## config.mk

```make
export PLATFORM = sky130hd
export DESIGN_NAME = dqtu_isqrt
export DESIGN_NICKNAME = d
export VERILOG_FILES = /design/src/sv/dqtu_pkg.sv /design/src/sv/dqtu_isqrt.sv
export SDC_FILE = /design/constraint.sdc
export NUM_CORES = 1
export LEC_CHECK = 0
export ABC_AREA = 0
export BUFFER_PORTS_ARGS = -buffer_cell sky130_fd_sc_hd__buf_2
export CAP_MARGIN = 40
export CORE_MARGIN = 3
export CORE_UTILIZATION = 64
export DETAILED_ROUTE_END_ITERATION = 16
export PLACE_DENSITY_LB_ADDON = 0.3
export SYNTH_ARGS = -nofsm -noshare
export SYNTH_HDL_FRONTEND = slang
export SYNTH_SLANG_ARGS = --single-unit
```

## constraint.sdc

```tcl
create_clock -name clk -period 4.95 [get_ports clk]
set_input_delay 0.7425 -clock clk [delete_from_list [all_inputs] [get_ports clk]]
set_output_delay 0.7425 -clock clk [all_outputs]
set_load 0.01 [all_outputs]
```

## src/sv/dqtu_pkg.sv

```systemverilog
package dqtu_pkg;

  localparam int GRID_WIDTH  = 16;
  localparam int GRID_HEIGHT = 16;
  localparam int TABLE_DEPTH = GRID_WIDTH * GRID_HEIGHT * 4;
  localparam int IDX_W       = $clog2(TABLE_DEPTH);

  typedef logic [IDX_W-1:0] idx_t;

  localparam idx_t IDX_LAST = idx_t'(TABLE_DEPTH - 1);

  // operation kinds
  localparam logic [1:0] KIND_CHOOSE = 2'd0;
  localparam logic [1:0] KIND_REAL   = 2'd1;
  localparam logic [1:0] KIND_REPLAY = 2'd2;

  // register indexes
  localparam logic [2:0] CFG_LEARN_RATE   = 3'd0;
  localparam logic [2:0] CFG_DISCOUNT     = 3'd1;
  localparam logic [2:0] CFG_BONUS_WEIGHT = 3'd2;
  localparam logic [2:0] CFG_EXPLORE_THR  = 3'd3;
  localparam logic [2:0] CFG_ROW_WIDTH    = 3'd4;
  localparam logic [2:0] CFG_BONUS_ENABLE = 3'd5;

  typedef struct packed {
    logic [1:0]         kind;
    logic [3:0]         pos_x;
    logic [3:0]         pos_y;
    logic [1:0]         move;
    logic signed [31:0] reward_in;
    logic [3:0]         dest_x;
    logic [3:0]         dest_y;
    logic [16:0]        draw;
    logic [1:0]         random_move;
  } in_t;

  typedef struct packed {
    logic [1:0]         chosen_move;
    logic signed [31:0] q_after;
    logic               updated;
  } out_t;

  typedef struct packed {
    logic [7:0]         dest;
    logic signed [31:0] reward;
    logic               seen;
    logic [31:0]        stamp;
  } model_t;

  typedef struct packed {
    idx_t               q_raddr;
    logic               q_we;
    idx_t               q_waddr;
    logic signed [31:0] q_wdata;
    idx_t               m_raddr;
    logic               m_we;
    idx_t               m_waddr;
    model_t             m_wdata;
  } mem_req_t;

  function automatic idx_t cell_index(logic [3:0] x, logic [3:0] y, logic [4:0] rw,
                                      logic [1:0] a);
    logic [9:0]  lin_pos;
    logic [11:0] raw;
    lin_pos = {6'b0, y} * {5'b0, rw} + {6'b0, x};
    raw     = {lin_pos, a};
    return idx_t'(raw % TABLE_DEPTH);
  endfunction

  function automatic logic signed [31:0] sat32(logic signed [39:0] v);
    if (v > 40'sh007FFFFFFF) begin
      return 32'sh7FFFFFFF;
    end else if (v < -40'sh0080000000) begin
      return -32'sh80000000;
    end
    return v[31:0];
  endfunction

endpackage

```

## src/sv/dqtu_isqrt.sv

```systemverilog
module dqtu_isqrt
  import dqtu_pkg::*;
(
  input  logic        clk,
  input  logic        rst,
  input  logic        start,
  input  logic [31:0] operand,
  output logic        done,
  output logic [31:0] root
);

  // floor(sqrt(operand * 2^32)), one result bit per cycle
  logic        active;
  logic [4:0]  cnt;
  logic [63:0] rad;
  logic [33:0] rem;
  logic [35:0] rem_t;
  logic [35:0] trial;
  logic        ge;

  assign rem_t = {rem, rad[63:62]};
  assign trial = {2'b0, root, 2'b01};
  assign ge    = rem_t >= trial;

  always_ff @(posedge clk) begin
    if (rst) begin
      active <= 1'b0;
      done   <= 1'b0;
      cnt    <= '0;
    end else begin
      done <= active && (cnt == 5'd31);
      if (start) begin
        active <= 1'b1;
        cnt    <= '0;
      end else if (active) begin
        cnt <= cnt + 5'd1;
        if (cnt == 5'd31) begin
          active <= 1'b0;
        end
      end
    end
  end

  always_ff @(posedge clk) begin
    if (start) begin
      rad  <= {operand, 32'b0};
      rem  <= '0;
      root <= '0;
    end else if (active) begin
      rad  <= {rad[61:0], 2'b00};
      rem  <= ge ? 34'(rem_t - trial) : rem_t[33:0];
      root <= {root[30:0], ge};
    end
  end

endmodule

```

-- Word-level counts from Yosys, hierarchy flattened
Cells that the tools add are included.
- output and inout bits: 33
- input bits: 35
- flip-flop bits (word level): 105
- logic and storage cells: 19
- multiplexer cells: 6
- order comparisons: 1
- add/subtract/negate cells: 2
- equality and inequality tests: 1
- reductions and logical operators: 3
- operators with widths (kind ; number):
    64-bit 2-to-1 mux ; 2
    36-bit by 34-bit greater-or-equal comparator with 1-bit output ; 1
    34-bit 2-to-1 mux ; 1
    34-bit subtractor ; 1
    5-bit by 1-bit adder with 5-bit output (second input constant) ; 1
    5-bit equality test (second input constant) ; 1
    1-bit 2-to-1 mux ; 3
    2-bit nonzero test ; 1
    2-bit OR reduction ; 1
    1-bit logical AND ; 1

-- Longest topological paths before layout
Gate-level depths: netlist of the first run.
- depth after elaboration: 4
- mapped depth: 14
- gate-level depth less buffers: 11

-- Least setup slack after synthesis of the first run
Ideal clock, no wire load.
- kind: flip-flop to flip-flop
- from: register root[13]
- to: register rem[29]
- required time: 4.819 ns
- setup time: 0.131 ns
- setup slack: 2.242 ns
- clock period less this slack: 2.708 ns
- arrival: 2.577 ns
- path buffers: 1
- cell stages (with the launch flop): 13
- path through: dfxtp_1 inv_1 ha_1 buf_2 a21oi_2 o211ai_1 nand2_1 a21boi_1 or3_1 a2111o_1 a31oi_1 xor2_1 o22ai_1
- cells in the longest elaborated chain, start to end: 2
- elaborated cells on any way between the ends: 3
- classes of those cells: 1 x add/sub; 1 x order compare; 1 x mux
- ends and longest elaborated chain (element ; RTL line ; RTL):
    from (decl) ; dqtu_isqrt.sv:9 ; output logic [31:0] root
    from (signal assigned) ; dqtu_isqrt.sv:52 ; root <= {root[30:0], ge};
    34-bit subtractor or 36-bit by 34-bit greater-or-equal comparator with 1-bit output (tied branches) ; dqtu_isqrt.sv:51, dqtu_isqrt.sv:23 ;
    34-bit 2-to-1 mux * ; dqtu_isqrt.sv:51 ; rem <= ge ? 34'(rem_t - trial) : rem_t[33:0];
    to (signal assigned) ; dqtu_isqrt.sv:51 ;
    to (decl) ; dqtu_isqrt.sv:16 ; logic [33:0] rem;
Mark *: on every way between the ends. The rest lies on a longest branch, timed or not.
A chain may end at the register's enable or synchronous reset.

-- Worst setup path in the final report of the first run
- from: register root[9]
- to: register rem[4]
- cells in the longest elaborated chain, start to end: 2
- ends and longest elaborated chain (element ; RTL line ; RTL):
    36-bit by 34-bit greater-or-equal comparator with 1-bit output ; dqtu_isqrt.sv:23 ; assign ge = rem_t >= trial;
    34-bit 2-to-1 mux ; dqtu_isqrt.sv:51 ;
Every way passes these cells.

==> results.py, run 1 <==
metrics = {
    "run_status": {
        "status": "complete, no violations",
    },
    "global_routing": {
        "busiest_layer": "met2",
        "grt_max_degree": 79,
        "use_met3_pct": 4.82,
        "grt_pass1_vias": 4990,
        "grt_remaining_overflow": 0,
        "antenna_found_initial": 0,
        "grt_pass1_wl_um": 23600,
        "grt_use_total_pct": 26.3,
        "use_met1_pct": 33.2,
        "grtUsageMet2_pct": 45.0,
    },
    "floorplan": {
        "core_area_sq_mm": 0.00937,
        "die_y_um": 105,
        "fp.dieArea_sq_mm": 0.0110,
        "die_w_um": 105,
        "initial_core_util_pct": 66.5,
        "row_count": 35,
        "io_pins": 68,
    },
    "logic_synthesis": {
        "syn_inst": 668,
        "synthArstFlopShare_pct": 0,
        "syn_area_sq_mm": 0.00623,
        "yosysUniqueCellTypes": 67,
        "synth_top_area_share_pct": 23.4,
        "syn-num-nets": 739,
        "synth_seq_area_share_pct": 38.9,
        "ys.warnings.count": 0,
        "synth_edf_count": 32,
        "yosys.area.top_type": "dfxtp_1",
        "yosysMostFrequentCell": "nor2_1",
        "avgSynthCellArea_sq_um": 9.33,
        "synth_area_leaders": "dfxtp_1 23%, edfxtp_1 15%, mux2i_1 8.2%",
        "netlist_top_cells_count": "81 x nor2_1, 73 x dfxtp_1, 51 x mux2i_1",
        "synth_ff_type": "dfxtp_1",
        "synth-seq-cells": 105,
    },
    "clock_network": {
        "worstSkewPairLatency_ns": 0.38,
        "post_cts.repair.setup_buffers": 0,
        "cts_buffer_depth": 2,
        "cts_buffers": 9,
        "cts-htree-levels": 3,
        "cts.clk_slew.worst_paths_ns": 0.11,
        "cts_tree": "yes",
        "cts_sinks": 105,
        "ctsRootBufferMaster": "clkbuf_8",
        "ctsHoldBuffers": 0,
        "ctsResizeCount": 0,
    },
    "detailed_routing": {
        "viasPerCell": 5.98,
        "drtIter0Drc": 309,
        "routed_wl_um": 14100,
        "wl_per_cell_um": 16.6,
        "remaining_drc_errors": 0,
        "vias": 5079,
        "first_pass_iters": 5,
        "ant_nets": 0,
    },
    "sta": {
        "slew_headroom_pct": 41.7,
        "min_period_ns": 3.51,
        "drv_slew": 0,
        "finalCritPeriodShare_pct": 70.9,
        "tightest_slew_ns": 0.874,
        "setup_violations": 0,
        "totalNegativeSetupSlack_ns": 0,
        "holdWs_ns": 0.498,
        "skew_ns": 0.00973,
        "rsz0062_at_grt": "no",
        "fmax_mhz": 285,
        "hold_viol": 0,
    },
    "cells_and_area": {
        "fillers": 758,
        "syn2layout_area_growth_pct": 9.44,
        "final_layout_size_suffix_gt1_share_pct": 18.2,
        "seq_area_sq_mm": 0.00243,
        "antennaDiodeCount": 0,
        "nets": 786,
        "multi_input_area_sq_mm": 0.00346,
    },
    "pwr": {
        "leakagePower_nw": 2.88,
        "ir_drop_v": 0.000304,
        "powerDensity_mw_per_mm2": 522,
    },
    "critical_path": {
        "cp.required_ns": 5.19,
        "arrival_ns": 3.75,
        "critPathKind": "reg2reg",
        "crit_fanout": 19,
        "crit_path_start_kind": "flop",
        "end_kind": "flop",
    },
    "job": {
        "drv_cap": 0,
    },
    "placed_design": {
        "gp_congestion": 0.872,
        "io_buffers": 67,
        "place_hpwl_um": 10200,
    },
    "hold_path": {
        "worst_hold_path_type": "reg2reg",
    },
}
==> cell usage in the layout (no fill, tap or decap), types with 4 or more instances in the layout <==
| cell type | count |
|---|---|
| nor2_1 | 81 |
| dfxtp_1 | 72 |
| buf_2 | 66 |
| mux2i_1 | 51 |
| inv_1 | 45 |
| nand2_1 | 41 |
| ha_1 | 36 |
| a21oi_1 | 34 |
| edfxtp_1 | 32 |
| mux2_2 | 30 |
| xnor2_1 | 18 |
| a211oi_1 | 18 |
| o21ai_0 | 17 |
| nor3_1 | 15 |
| xor2_1 | 13 |
| a311oi_1 | 11 |
| nand3_1 | 10 |
| a21o_1 | 9 |
| clkbuf_8 | 9 |
| nand2b_1 | 8 |
| a31oi_1 | 7 |
| o211ai_1 | 6 |
| nor2b_1 | 5 |
| and3_1 | 4 |
| o22ai_1 | 4 |
| o21bai_1 | 4 |
| o21a_1 | 4 |
| and2_1 | 4 |
| nand4_1 | 4 |
| buf_4 | 4 |
==> stage by stage <==
stage | power, mW | setup slack, ns | area [sq um] | cells | util [%]
final | 3.56 | 1.44 | 6820 | 849 | 72.8
after global routing | 3.82 | 1.19 | 6820 | 849 | 72.8
after CTS | 3.55 | 1.43 | 6820 | 849 | 72.8
after detailed placement | 3.03 | 1.45 | 6640 | 833 | 70.8
after global placement | 2.96 | 1.55 | 6580 | 831 | 70.2
after floorplan | 2.73 | 2.24 | 6230 | 668 | -
==> state kept, by name, summed over array words and instances (netlist names) <==
name,flops
rem,34
rad,32
root,32
cnt,5
active,1
done,1
==> final timing paths <==
kind	from	endpoint	slack, ns	cells past startpoint
worst max-delay path	root[9]	rem[4]	1.44	12
worst min-delay path	rem[33]	rem[33]	0.50	2
worst max register to register	root[9]	rem[4]	1.44	12
worst min register to register	rem[33]	rem[33]	0.50	2
==> power breakdown <==
part           leakage, nW  internal, mW  switching, mW
Clock               0.0936         0.193          0.325
Sequential           0.919         0.998         0.0924
Combinational         1.87         0.819           1.14
Total                 2.88          2.01           1.55
==> layout make-up <==
type / instances / share of cell area (%)
repair buffers: 72 / 6.09
clock buffers: 9 / 1.82
flip-flops and latches: 105 / 35.6
well taps: 129 / 2.37
clock inverters: 7 / 0.899
inverters: 45 / 2.48
multi-input cells: 482 / 50.8
==> cell families (layout without fill, tap and decap cells) <==
kind of cell             count (synthesis)  count (layout)  share of synthesized area (%)
AND/OR/NAND/NOR                        189             189                           14.1
AO/OA/AOI/OAI                          145             145                           16.3
flip-flops                             105             105                           38.9
multiplexers                            81              81                           13.6
buffers and inverters                   81             133                           5.56
adder cells (fa/ha/maj)                 36              36                           7.23
XOR/XNOR                                31              31                           4.36
==> layer usage <==
metal | up-vias | wire, um
met5 | - | 0
met4 | 0 | 272
met3 | 26 | 738
met2 | 165 | 6840
met1 | 2395 | 6200
li1 | 2493 | -
==> critical path: stages (launching register included) <==
cell and delay (ns):
dfxtp_1 0.39, inv_1 0.08, ha_1 0.41, nand3_2 0.18
a211o_1 0.30, a31o_1 0.26, nand4_2 0.12, nand2_2 0.09
a21oi_4 0.17, o31a_1 0.61, buf_4 0.42, mux2i_1 0.24
a211oi_1 0.09
Power figures use the tool's default switching activity.
==> run 2: changes to the inputs <==
ABC_AREA = 1   (was 0)
CORE_UTILIZATION = 54   (was 64)
clock period = 2.85 ns   (was 4.95 ns; I/O delays follow)
==> results.py, run 2 <==
metrics = {
    "run_status": {
        "status": "complete, no violations",
    },
    "critical_path": {
        "arrival_ns": 2.87,
        "cp.required_ns": 3.16,
        "slowest_stage": "dfxtp_1",
        "path_cells": "inv_1 -> ha_1 -> nand2_1 -> nor2_4 -> nand2_1 -> nor2_1 -> nand2_1 -> a21oi_1 -> nor2_2 -> nand2_4 -> buf_4 -> nand3_1 -> nand3_1 -> nand2_1 -> inv_1",
        "crit_fanout": 26,
        "end_kind": "flop",
        "rr_endpoint": "rem[3]",
        "reg2reg_setup_slack_ns": 0.29,
        "critPathKind": "reg2reg",
        "r2r_cells": 15,
        "crit_path_start_kind": "flop",
        "crit_family": "simple AND/OR/NAND/NOR gates",
        "cp.buffers_inverters": 3,
        "worstReg2RegStart": "root[9]",
        "crit_top_cell": "nand2_1",
        "slowest_delay_ns": 0.36,
    },
    "global_routing": {
        "grt_pass1_vias": 6033,
        "grt_remaining_overflow": 0,
        "grt_max_degree": 39,
        "antenna_found_initial": 0,
        "grt_pass1_wl_um": 29400,
        "grt_use_total_pct": 26.0,
    },
    "detailed_routing": {
        "routed_wl_um": 17800,
        "remaining_drc_errors": 0,
        "first_pass_iters": 4,
        "drtIter0Drc": 470,
        "viasPerCell": 5.19,
        "vias": 6513,
        "ant_nets": 0,
        "wl_per_cell_um": 14.1,
    },
    "logic_synthesis": {
        "synth_top_area_share_pct": 21.6,
        "synth_seq_area_share_pct": 35.9,
        "synthArstFlopShare_pct": 0,
        "yosys.area.top_type": "dfxtp_1",
        "netlist_top_cells_count": "376 x nand2_1, 156 x inv_1, 74 x nor2_1",
        "syn_area_sq_mm": 0.00675,
        "yosysMostFrequentCell": "nand2_1",
        "syn-num-nets": 1094,
        "ys.warnings.count": 0,
        "synth-seq-cells": 105,
        "syn_inst": 1023,
        "yosysUniqueCellTypes": 36,
        "synth_ff_type": "dfxtp_1",
        "synth_edf_count": 32,
        "avgSynthCellArea_sq_um": 6.60,
        "synth_area_leaders": "dfxtp_1 22%, nand2_1 21%, edfxtp_1 14%",
    },
    "sta": {
        "tightest_slew_ns": 0.588,
        "skew_ns": 0.0144,
        "fmax_mhz": 391,
        "drv_slew": 0,
        "setup_violations": 0,
        "slew_headroom_pct": 60.7,
        "min_period_ns": 2.56,
        "hold_viol": 0,
        "finalCritPeriodShare_pct": 89.8,
        "rsz0062_at_grt": "no",
        "totalNegativeSetupSlack_ns": 0,
    },
    "clock_network": {
        "cts_buffers": 9,
        "worstSkewPairLatency_ns": 0.37,
        "cts_tree": "yes",
        "cts-htree-levels": 3,
        "ctsHoldBuffers": 0,
        "cts.clk_slew.worst_paths_ns": 0.08,
        "cts_sinks": 105,
        "cts_buffer_depth": 2,
        "post_cts.repair.setup_buffers": 0,
        "ctsResizeCount": 0,
        "ctsRootBufferMaster": "clkbuf_16",
    },
    "floorplan": {
        "fp.dieArea_sq_mm": 0.0139,
        "initial_core_util_pct": 55.7,
        "row_count": 40,
        "core_area_sq_mm": 0.0121,
        "io_pins": 68,
        "die_y_um": 118,
        "die_w_um": 118,
    },
    "cells_and_area": {
        "layout_commonest_cell": "nand2_1",
        "largest_register_ffs": 34,
        "fillers": 1191,
        "final_area_sq_mm": 0.00755,
        "final_layout_size_suffix_gt1_share_pct": 10.3,
        "final_cell_mix": "376 x nand2_1, 155 x inv_1, 74 x nor2_1",
        "antennaDiodeCount": 0,
        "largestRegisters": "rem: 34 flops, rad: 32 flops, root: 32 flops",
        "largest_register": "rem",
        "nets": 1154,
        "syn2layout_area_growth_pct": 11.8,
    },
    "hold_path": {
        "worst_hold_path_type": "in2reg",
        "whs_path_depth": 2,
        "worstHoldStart": "rst",
        "min_to": "done",
    },
    "placed_design": {
        "place_hpwl_um": 13300,
        "placed_area_sq_mm": 0.00725,
        "io_buffers": 67,
        "gp_congestion": 1.02,
    },
    "job": {
        "drv_cap": 0,
    },
}
[run 2: changes by cell type after synthesis, sizes merged, moves of 8 or more]
cell and delta:
nand2 +336, inv +113, nand3 +62, mux2i -51, mux2 -30, o22ai +27
nand4 +24, a211oi -17, xnor2 -15, a311oi -11, nand2b -8, nor3 -8
[run 2: per-stage QoR]
step | hold WS, ns | cells | setup slack, ns | util (%)
after global placement | 0.441 | 1240 | 0.405 | 59.9
after global routing | 0.248 | 1256 | 0.0664 | 62.3
final | 0.247 | 1256 | 0.290 | 62.3
after detailed placement | 0.457 | 1240 | 0.358 | 59.9
after floorplan | 0.427 | 1023 | 0.737 | -
after CTS | 0.241 | 1256 | 0.329 | 62.3
[run 2: area by class of cell]
cell class / instances / area, sq um / share of cell area (%)
Inverter: 158 / 593 / 7.86
Tap cell: 168 / 210 / 2.78
Clock inverter: 7 / 72.6 / 0.961
Timing Repair Buffer: 81 / 440 / 5.83
Multi-Input combinational cell: 728 / 3580 / 47.5
Sequential cell: 105 / 2420 / 32.1
Clock buffer: 9 / 225 / 2.98
[run 2: cell families (layout without fill, tap and decap cells)]
group | Yosys count | in the layout | synth area share [%]
buffers and inverters | 190 | 255 | 11.0
flip-flops | 105 | 105 | 35.9
adder cells (fa/ha/maj) | 36 | 36 | 6.67
XOR/XNOR | 15 | 15 | 1.95
AO/OA/AOI/OAI | 99 | 99 | 8.60
AND/OR/NAND/NOR | 578 | 578 | 35.9
[run 2: worst max path at each step]
stage / from / end / slack, ns / cells past startpoint
5_1_grt: root[9] / rem[3] / 0.07 / 15
3_3_place_gp: root[8] / rem[9] / 0.41 / 15
6_report: root[9] / rem[3] / 0.29 / 15
2_1_floorplan: start / rad[32] / 0.74 / 3
4_1_cts: root[9] / rem[3] / 0.33 / 15
3_5_place_dp: root[9] / rem[9] / 0.36 / 15
[run 2: routing by layer]
metal | GRT usage (%) | vias up | part of all wire, %
li1 | - | 3395 | -
met1 | 35.8 | 2901 | 46
met2 | 41.4 | 185 | 45
met3 | 4.28 | 32 | 6.5
met4 | 9.38 | 0 | 2.5
met5 | 0 | - | 0
Power of run 2 is left out: the tool's default activity adds up to more than one toggle a clock period on the data nets, which glitch-free logic cannot reach.
==> run 3: changes to the inputs <==
--- a/config.mk
+++ b/config.mk
@@ -14,2 +14,3 @@
 export PLACE_DENSITY_LB_ADDON = 0.3
+export REMOVE_ABC_BUFFERS = 1
 export SYNTH_ARGS = -nofsm -noshare
==> constraint.sdc (replaced) <==
create_clock -name clk -period 2.85 [get_ports clk]
set_input_delay 0.57 -clock clk [delete_from_list [all_inputs] [get_ports clk]]
set_output_delay 0.57 -clock clk [all_outputs]
set_load 0.01 [all_outputs]
==> results.py, run 3 (same netlist as run 2, synthesis figures left out) <==
metrics = {
    "run_status": {
        "status": "complete, no violations",
    },
    "clock_network": {
        "ctsResizeCount": 0,
        "post_cts.repair.setup_buffers": 0,
        "ctsHoldBuffers": 0,
        "cts_tree": "yes",
        "cts_buffers": 9,
        "ctsRootBufferMaster": "clkbuf_16",
        "worstSkewPairLatency_ns": 0.36,
        "cts.clk_slew.worst_paths_ns": 0.07,
        "cts_sinks": 105,
        "cts_buffer_depth": 2,
        "cts-htree-levels": 3,
    },
    "critical_path": {
        "cp.buffers_inverters": 2,
        "crit_top_cell": "nand2_1",
        "arrival_ns": 2.78,
        "cp.required_ns": 3.09,
        "end_kind": "flop",
        "crit_fanout": 27,
        "crit_family": "simple AND/OR/NAND/NOR gates",
        "critPathKind": "reg2reg",
        "slowest_delay_ns": 0.40,
        "path_cells": "inv_1 -> ha_1 -> nand2_1 -> nor2_4 -> nand2_1 -> nor2_2 -> nand2_1 -> a21oi_1 -> nor2_2 -> nand2_4 -> buf_4 -> nand3_1 -> o211ai_1 -> nand2_1",
        "slowest_stage": "ha_1",
        "crit_path_start_kind": "flop",
    },
    "placed_design": {
        "place_ws_ns": 0.359,
        "io_buffers": 67,
        "place_hpwl_um": 13800,
        "gp_congestion": 1.05,
        "placed_area_sq_mm": 0.00728,
    },
    "global_routing": {
        "grtUsageMet2_pct": 42.2,
        "grt_use_total_pct": 26.9,
        "antenna_found_initial": 0,
        "grt_pass1_vias": 6314,
        "grt_max_degree": 46,
        "grt_remaining_overflow": 0,
        "use_met1_pct": 36.7,
        "use_met3_pct": 5.43,
        "grt_pass1_wl_um": 30500,
        "busiest_layer": "met2",
    },
    "sta": {
        "min_period_ns": 2.55,
        "slew_headroom_pct": 60.2,
        "finalCritPeriodShare_pct": 89.3,
        "skew_ns": 0.00864,
        "drv_slew": 0,
        "setup_violations": 0,
        "tightest_slew_ns": 0.596,
        "hold_viol": 0,
        "setup_ws_ns": 0.305,
        "fmax_mhz": 393,
        "rsz0062_at_grt": "no",
    },
    "hold_path": {
        "worst_hold_path_type": "in2reg",
    },
    "detailed_routing": {
        "vias": 6603,
        "viasPerCell": 5.25,
        "ant_nets": 0,
        "routed_wl_um": 18200,
        "first_pass_iters": 5,
        "wl_per_cell_um": 14.5,
        "remaining_drc_errors": 0,
        "drtIter0Drc": 546,
    },
    "floorplan": {
        "io_pins": 68,
        "initial_core_util_pct": 55.7,
        "row_count": 40,
        "fp.dieArea_sq_mm": 0.0139,
        "die_w_um": 118,
        "die_y_um": 118,
        "core_area_sq_mm": 0.0121,
    },
    "cells_and_area": {
        "largestRegisters": "rem: 34 flops, rad: 32 flops, root: 32 flops",
        "largest_register_ffs": 34,
        "final_layout_size_suffix_gt1_share_pct": 10.3,
        "antennaDiodeCount": 0,
        "final_area_sq_mm": 0.00754,
        "syn2layout_area_growth_pct": 11.7,
        "nets": 1156,
        "final_cell_mix": "376 x nand2_1, 155 x inv_1, 74 x nor2_1",
        "seq_area_sq_mm": 0.00242,
        "fin_util_pct": 62.3,
        "fillers": 1183,
        "largest_register": "rem",
        "multi_input_area_sq_mm": 0.00358,
        "layout_commonest_cell": "nand2_1",
    },
    "job": {
        "drv_cap": 0,
    },
}
## run 3: cell types whose count changed in the layout (fill, tap and decap cells not counted), sizes merged
cell and change:
clkbuf +3, buf +2, inv -2, clkinvlp -1
## run 3: worst register-to-register path: stages (launching register included)
cell and delay, ns:
dfxtp_1 0.34, inv_1 0.11, ha_1 0.40, nand2_1 0.16
nor2_4 0.14, nand2_1 0.10, nor2_2 0.11, nand2_1 0.06
a21oi_1 0.16, nor2_2 0.07, nand2_4 0.26, buf_4 0.24
nand3_1 0.11, o211ai_1 0.11, nand2_1 0.06
## run 3: per-stage QoR
step           cells  TNS [ns]  hold WS, ns
2_1_floorplan    991    -10.54        0.427
3_3_place_gp    1242         0        0.442
3_5_place_dp    1242         0        0.446
4_1_cts         1258         0        0.400
5_1_grt         1258         0        0.414
6_report        1258         0        0.407
## run 3: area by class of cell
cell class                      count  share of cell area [%]
Clock buffer                       12                    3.14
Clock inverter                      4                   0.365
Inverter                          158                    7.86
Multi-Input combinational cell    728                    47.5
Sequential cell                   105                    32.1
Tap cell                          168                    2.79
Timing Repair Buffer               83                    6.20
## run 3: path summary, 6_finish.rpt
path         cells past startpoint  slack, ns      end  startpoint
min                              2       0.41     done         rst
max reg2reg                     14       0.30  rem[26]    root[14]
min reg2reg                      2       0.46  rem[33]     rem[33]
max                             14       0.30  rem[26]    root[14]
## run 3: per-layer routing
| metal | wire length, um | vias to the layer above |
|---|---|---|
| li1 | - | 3389 |
| met1 | 8420 | 2923 |
| met2 | 7760 | 253 |
| met3 | 1510 | 38 |
| met4 | 547 | 0 |
| met5 | 0 | - |
Power of run 3 is left out for the same reason.
